**src/rtl/sie_pkg.sv**
```systemverilog
// Shared types and constants for the signed integer extractor.
// No dependencies; every other file imports this package.
`timescale 1ns / 1ps

package sie_pkg;

  // Result codes carried in the kind field
  typedef enum logic [1:0] {
    KIND_NUMBER    = 2'd0,
    KIND_OVERFLOW  = 2'd1,
    KIND_NO_NUMBER = 2'd2
  } kind_e;

  // Character codes the parser reacts to
  localparam logic [7:0] CHAR_MINUS   = 8'h2D;
  localparam logic [7:0] CHAR_ZERO    = 8'h30;
  localparam logic [7:0] CHAR_NINE    = 8'h39;
  localparam logic [7:0] CHAR_UPPER_A = 8'h41;
  localparam logic [7:0] CHAR_UPPER_Z = 8'h5A;
  localparam logic [7:0] CHAR_LOWER_A = 8'h61;
  localparam logic [7:0] CHAR_LOWER_Z = 8'h7A;

  localparam int unsigned OUT_WIDTH = 64;

  // One input word
  typedef struct packed {
    logic [7:0] ch;
    logic       last;
  } in_item_t;

  // Input word held in the input register
  typedef struct packed {
    logic     valid;
    in_item_t item;
  } stage_t;

  // One result word
  typedef struct packed {
    logic signed [OUT_WIDTH-1:0] value;
    kind_e                       kind;
    logic                        end_flag;
  } out_item_t;

  // Result of one parsing step
  typedef struct packed {
    logic      valid;
    out_item_t item;
  } step_res_t;

endpackage

```
**src/rtl/sie_if.sv**
```systemverilog
// Valid/ready channel interfaces for characters in and integers out.
// Depends on sie_pkg for the result code type and the output width.
`timescale 1ns / 1ps

interface sie_in_if;
  logic       valid;
  logic       ready;
  logic [7:0] ch;
  logic       last;

  modport source (output valid, output ch, output last, input ready);
  modport sink   (input valid, input ch, input last, output ready);
endinterface


```
**src/rtl/sie_in_reg.sv**
```systemverilog
// Input register: captures one character word per cycle from in_i while ready.
// Depends on sie_pkg and sie_in_if.
`timescale 1ns / 1ps

module sie_in_reg
  import sie_pkg::*;
(
  input  logic       clk_i,
  input  logic       rst_ni,
  sie_in_if.sink     in_i,
  input  logic       advance_i,
  output stage_t     stage_o
);

  logic     valid_q;
  in_item_t item_q;

  // Take a new word when empty or when the held word moves on this cycle
  assign in_i.ready = !valid_q || advance_i;

  always_ff @(posedge clk_i or negedge rst_ni) begin
    if (!rst_ni) begin
      valid_q <= 1'b0;
    end else if (in_i.ready) begin
      valid_q <= in_i.valid;
    end
  end

  // Payload needs no reset
  always_ff @(posedge clk_i) begin
    if (in_i.valid && in_i.ready) begin
      item_q.ch   <= in_i.ch;
      item_q.last <= in_i.last;
    end
  end

  assign stage_o.valid = valid_q;
  assign stage_o.item  = item_q;

endmodule

```
**src/flat_wrapper.sv**
```systemverilog
// flat-port wrapper written by rule: the top's interface ports become plain ports
module sie_in_reg_flat import sie_pkg::*;
  (clk_i, rst_ni, advance_i, stage_o, in_i_valid, in_i_ch, in_i_last, in_i_ready);
  sie_in_if in_i_i ();
  input  logic clk_i;
  input  logic rst_ni;
  input  logic advance_i;
  output stage_t stage_o;
  input wire logic [$bits(in_i_i.valid)-1:0] in_i_valid;
  input wire logic [$bits(in_i_i.ch)-1:0] in_i_ch;
  input wire logic [$bits(in_i_i.last)-1:0] in_i_last;
  output wire logic [$bits(in_i_i.ready)-1:0] in_i_ready;
  assign in_i_i.valid = in_i_valid;
  assign in_i_i.ch = in_i_ch;
  assign in_i_i.last = in_i_last;
  assign in_i_ready = in_i_i.ready;
  sie_in_reg u_core (.clk_i(clk_i), .rst_ni(rst_ni), .in_i(in_i_i), .advance_i(advance_i), .stage_o(stage_o));
endmodule
```
**config.mk**
```make
export PLATFORM = sky130hd
export DESIGN_NAME = sie_in_reg_flat
export DESIGN_NICKNAME = d
export VERILOG_FILES = /design/src/rtl/sie_pkg.sv /design/src/rtl/sie_if.sv /design/src/rtl/sie_in_reg.sv /design/src/flat_wrapper.sv
export SDC_FILE = /design/constraint.sdc
export NUM_CORES = 1
export LEC_CHECK = 0
export BUFFER_PORTS_ARGS = -buffer_cell sky130_fd_sc_hd__buf_2
export CAP_MARGIN = 20
export CORE_AREA = 5 5 42 44
export CTS_CLUSTER_DIAMETER = 50
export DETAILED_ROUTE_END_ITERATION = 7
export DIE_AREA = 0 0 47 49
export PLACE_DENSITY = 0.66
export RECOVER_POWER = 50
export SLEW_MARGIN = 30
export SYNTH_ARGS = -nofsm -noshare
export SYNTH_HDL_FRONTEND = slang
export SYNTH_SLANG_ARGS = --single-unit
```
**constraint.sdc**
```tcl
create_clock -name clk_i -period 0.95 [get_ports clk_i]
set_input_delay 0.2375 -clock clk_i [delete_from_list [all_inputs] [get_ports clk_i]]
set_output_delay 0.2375 -clock clk_i [all_outputs]
set_load 0.05 [all_outputs]
```
-- Yosys cells after proc, flatten, opt, wreduce, memory -nomap -nowiden
Cells that the tools add are included.
- register bits: 10
- logic and storage cells: 6
- bits of input ports: 13
- output and inout bits: 11
- reductions and logical operators: 3
- operator list (kind ; number):
    $logic_and 1x1->1 ; 1
    $logic_not 1->1 ; 1
    $logic_or 1x1->1 ; 1

-- Logic depth before layout (Yosys ltp)
- depth after elaboration: 3
- gate-level depth with buffers: 2
- gate-level depth less buffers: 2

-- Least setup slack after synthesis
Ideal clock, no wire load.
- kind: reg-to-reg
- start point: register u_core.valid_q
- end point: register u_core.item_q (netlist bit u_core.stage_o[0]) (enable)
- slack: -0.131 ns
- arrival time: 0.780 ns
- library setup time: 0.301 ns
- clock period less this slack: 1.081 ns
- cell stages (with the launch flop): 3
- path buffers: 0
- required time: 0.649 ns
- cell sequence: dfrtp_1 nand2b_4 and2_4
- longest elaborated chain between the ends: 3
- RTL lines (what ; RTL line ; RTL):
    start: declaration ; sie_in_reg.sv:15 ; logic valid_q;
    start signal: assignment ; sie_in_reg.sv:25 ; valid_q <= in_i.valid;
    $logic_not 1->1 ; sie_in_reg.sv:19 ; assign in_i.ready = !valid_q || advance_i;
    $logic_or 1x1->1 ; sie_in_reg.sv:19 ;
    named net in_i_ready ; flat_wrapper.sv:12 ; output wire logic [$bits(in_i_i.ready)-1:0] in_i_ready;
    $logic_and 1x1->1 ; sie_in_reg.sv:31 ; if (in_i.valid && in_i.ready) begin
    end: declaration ; sie_in_reg.sv:16 ; in_item_t item_q;
The timed path passes the listed nets, and every way through them passes these cells.
A chain may end at the register's enable or synchronous reset.

-- Worst setup path after layout
- start point: register u_core.valid_q
- end point: output in_i_ready
- longest elaborated chain between the ends: 2
- RTL lines (what ; RTL line):
    $logic_not 1->1 ; sie_in_reg.sv:19
    $logic_or 1x1->1 ; sie_in_reg.sv:19
    end: declaration ; flat_wrapper.sv:12
Every way passes these cells.

==> results.cfg <==
[clock_tree]
cts_max_level = 1
cts_buffer_depth = 2
cts.clk_slew.worst_paths_ns = 0.07
clock_sinks = 10
root_buffer = clkbuf_4
cts_tree = yes
clock_latency_ns = 0.26
cts_buffers = 3

[grt]
grt_pass1_vias = 279
grt-busiest-layer = met2
use_met3_pct = 2.952
antenna_found_initial = 0
met2_usage_pct = 11.31
met1_usage_pct = 8.447
grt_overflow = 0
grt_max_degree = 7
grt_pass1_wl_um = 1186
groute.usage.overall_pct = 7.627

[floorplanning]
rows = 14
die_w_um = 47
die_h_um = 49
fp.dieArea_um2 = 2303
ioPinCount = 24
core_area_um2 = 1401
initial_core_util_pct = 23.66

[routing]
wl_per_cell_um = 13.15
drt_pass1_iterations = 1
vias = 243
viasPerCell = 4.050
drtIter0Drc = 0
postRouteAntennaNets = 0
drc = 0
wirelength_um = 789

[placement]
routabilityCongestion = 0.6519
pre_cts_ws_ns = -0.03575
dpl-instance-area_um2 = 459.2
dp.cells = 52
io_buffers = 23

[worst_setup_path]
critPathLaunchType = register
path_max_fanout = 3
setup.worst_path.class = reg2out
ff2ff_path_depth = 3
cp.required_ns = 0.71
timing.critical_path.max_delay_family = flip-flops
slowest_stage = dfrtp_1
crit_arrival_ns = 0.90
r2r-end = u_core.stage_o[0]
slowest_delay_ns = 0.41
crit_path_end_kind = primary output
worstPathBufferInverterCount = 1
crit_chain = nand2b_4, buf_8
regToRegSetupSlack_ns = -0.12
r2r_start = u_core.valid_q

[run_status]
status = finished, violations left
violations = setup timing

[final_layout]
final_nets = 58
antennaDiodeCount = 0
drive_gt1_share_pct = 70.45
utilization_pct = 41.96
layout.cells.non_filler = 60
syn_to_final_growth_pct = 77.36
design_area_um2 = 588.1
fillers = 140

[synthesis]
synth-seq-cells = 10
yosysUniqueCellTypes = 6
netlist_area_um2 = 331.6
synth.yosys.seq_area_share_pct = 89.06
synthCells = 14
syn_area_per_cell_um2 = 23.68
syn_nets = 27
synth_warnings = 0

[sta]
setup_ws_ns = -0.1894
setup_viol = 20
hold_viol = 0
setup_tns_ns = -2.195
fmax_mhz = 877.7
hold_slack_ns = 0.1453
slew_headroom_pct = 90.17
drv_slew = 0
period_needed_ns = 1.139
post-route-period-util_pct = 119.9
tightestPinTransition_ns = 0.1487
rsz0062_at_grt = yes
clock_skew_ns = 0.01103

[power]
p_leak_nw = 0.2592
powerDensity_nw_per_um2 = 1767
power.total_mw = 1.039
peakVddDrop_v = 0.0006897

[job]
maxCapViolations = 0

[hold_path]
hold_depth = 1
min_from = in_i_ch[3]
hold_class = in2reg
worstHoldEndpoint = u_core.stage_o[4]
==> Yosys cell counts <==
| cell type | number | area [um^2] |
|---|---|---|
| buf_4 | 1 | 7.510 |
| dfrtp_1 | 1 | 25.02 |
| edfxtp_1 | 9 | 270.3 |
| nand2b_1 | 1 | 6.260 |
| and2_4 | 1 | 8.760 |
| nand2b_4 | 1 | 13.76 |
==> report_power, final <==
part	internal, mW	total, mW	switching [mW]
combinational	0.0879	0.215	0.127
sequential	0.509	0.522	0.0129
clock	0.162	0.302	0.140
==> final cells by class <==
| type | instances | area [um^2] | area share (%) |
|---|---|---|---|
| Multi-Input combinational cell | 4 | 37.54 | 6.383 |
| Tap cell | 16 | 20.02 | 3.404 |
| Clock buffer | 4 | 26.28 | 4.468 |
| Timing Repair Buffer | 26 | 209.0 | 35.53 |
| Sequential cell | 10 | 295.3 | 50.21 |
==> placed cells by master, fill, tap and decap left out, drive strengths merged <==
cell type | Yosys | final
buf | 1 | 25
edfxtp | 9 | 9
clkbuf | 0 | 4
and2 | 1 | 2
nand2b | 2 | 2
dlygate4sd3 | 0 | 1
dfrtp | 1 | 1
==> layer usage <==
layer | vias to the layer above | share of wire, %
li1 | 112 | -
met1 | 108 | 41
met2 | 21 | 45
met3 | 2 | 13
met4 | 0 | 0.51
met5 | - | 0
==> worst max path at each step <==
stage / start / slack (ns) / cells past startpoint / endpoint
2_1_floorplan: u_core.valid_q / -0.13 / 2 / u_core.stage_o[0]
3_3_place_gp: u_core.valid_q / -0.01 / 2 / u_core.stage_o[3]
3_5_place_dp: u_core.valid_q / -0.04 / 2 / u_core.stage_o[3]
4_1_cts: u_core.valid_q / -0.19 / 2 / in_i_ready
5_1_grt: u_core.valid_q / -0.23 / 2 / in_i_ready
6_report: u_core.valid_q / -0.19 / 2 / in_i_ready
==> sequential cells by signal, indices dropped and copies added (netlist names) <==
signal,cells
u_core.stage_o,9
u_core.valid_q,1
==> logic make-up after synthesis <==
logic type,count (synthesis),synth area share (%)
buf+inv,1,2.265
flops,10,89.06
simple gates,3,8.680
==> repair_timing <==
item	CTS	global route
buffers inserted	2	0
endpoints found under the hold margin	1	0
hold buffers	1	0
pin swaps	1	0
setup endpoints to repair	20	20
resized for setup	23	0
gates cloned	1	0
No activity file was read; power rests on OpenSTA's default activity.
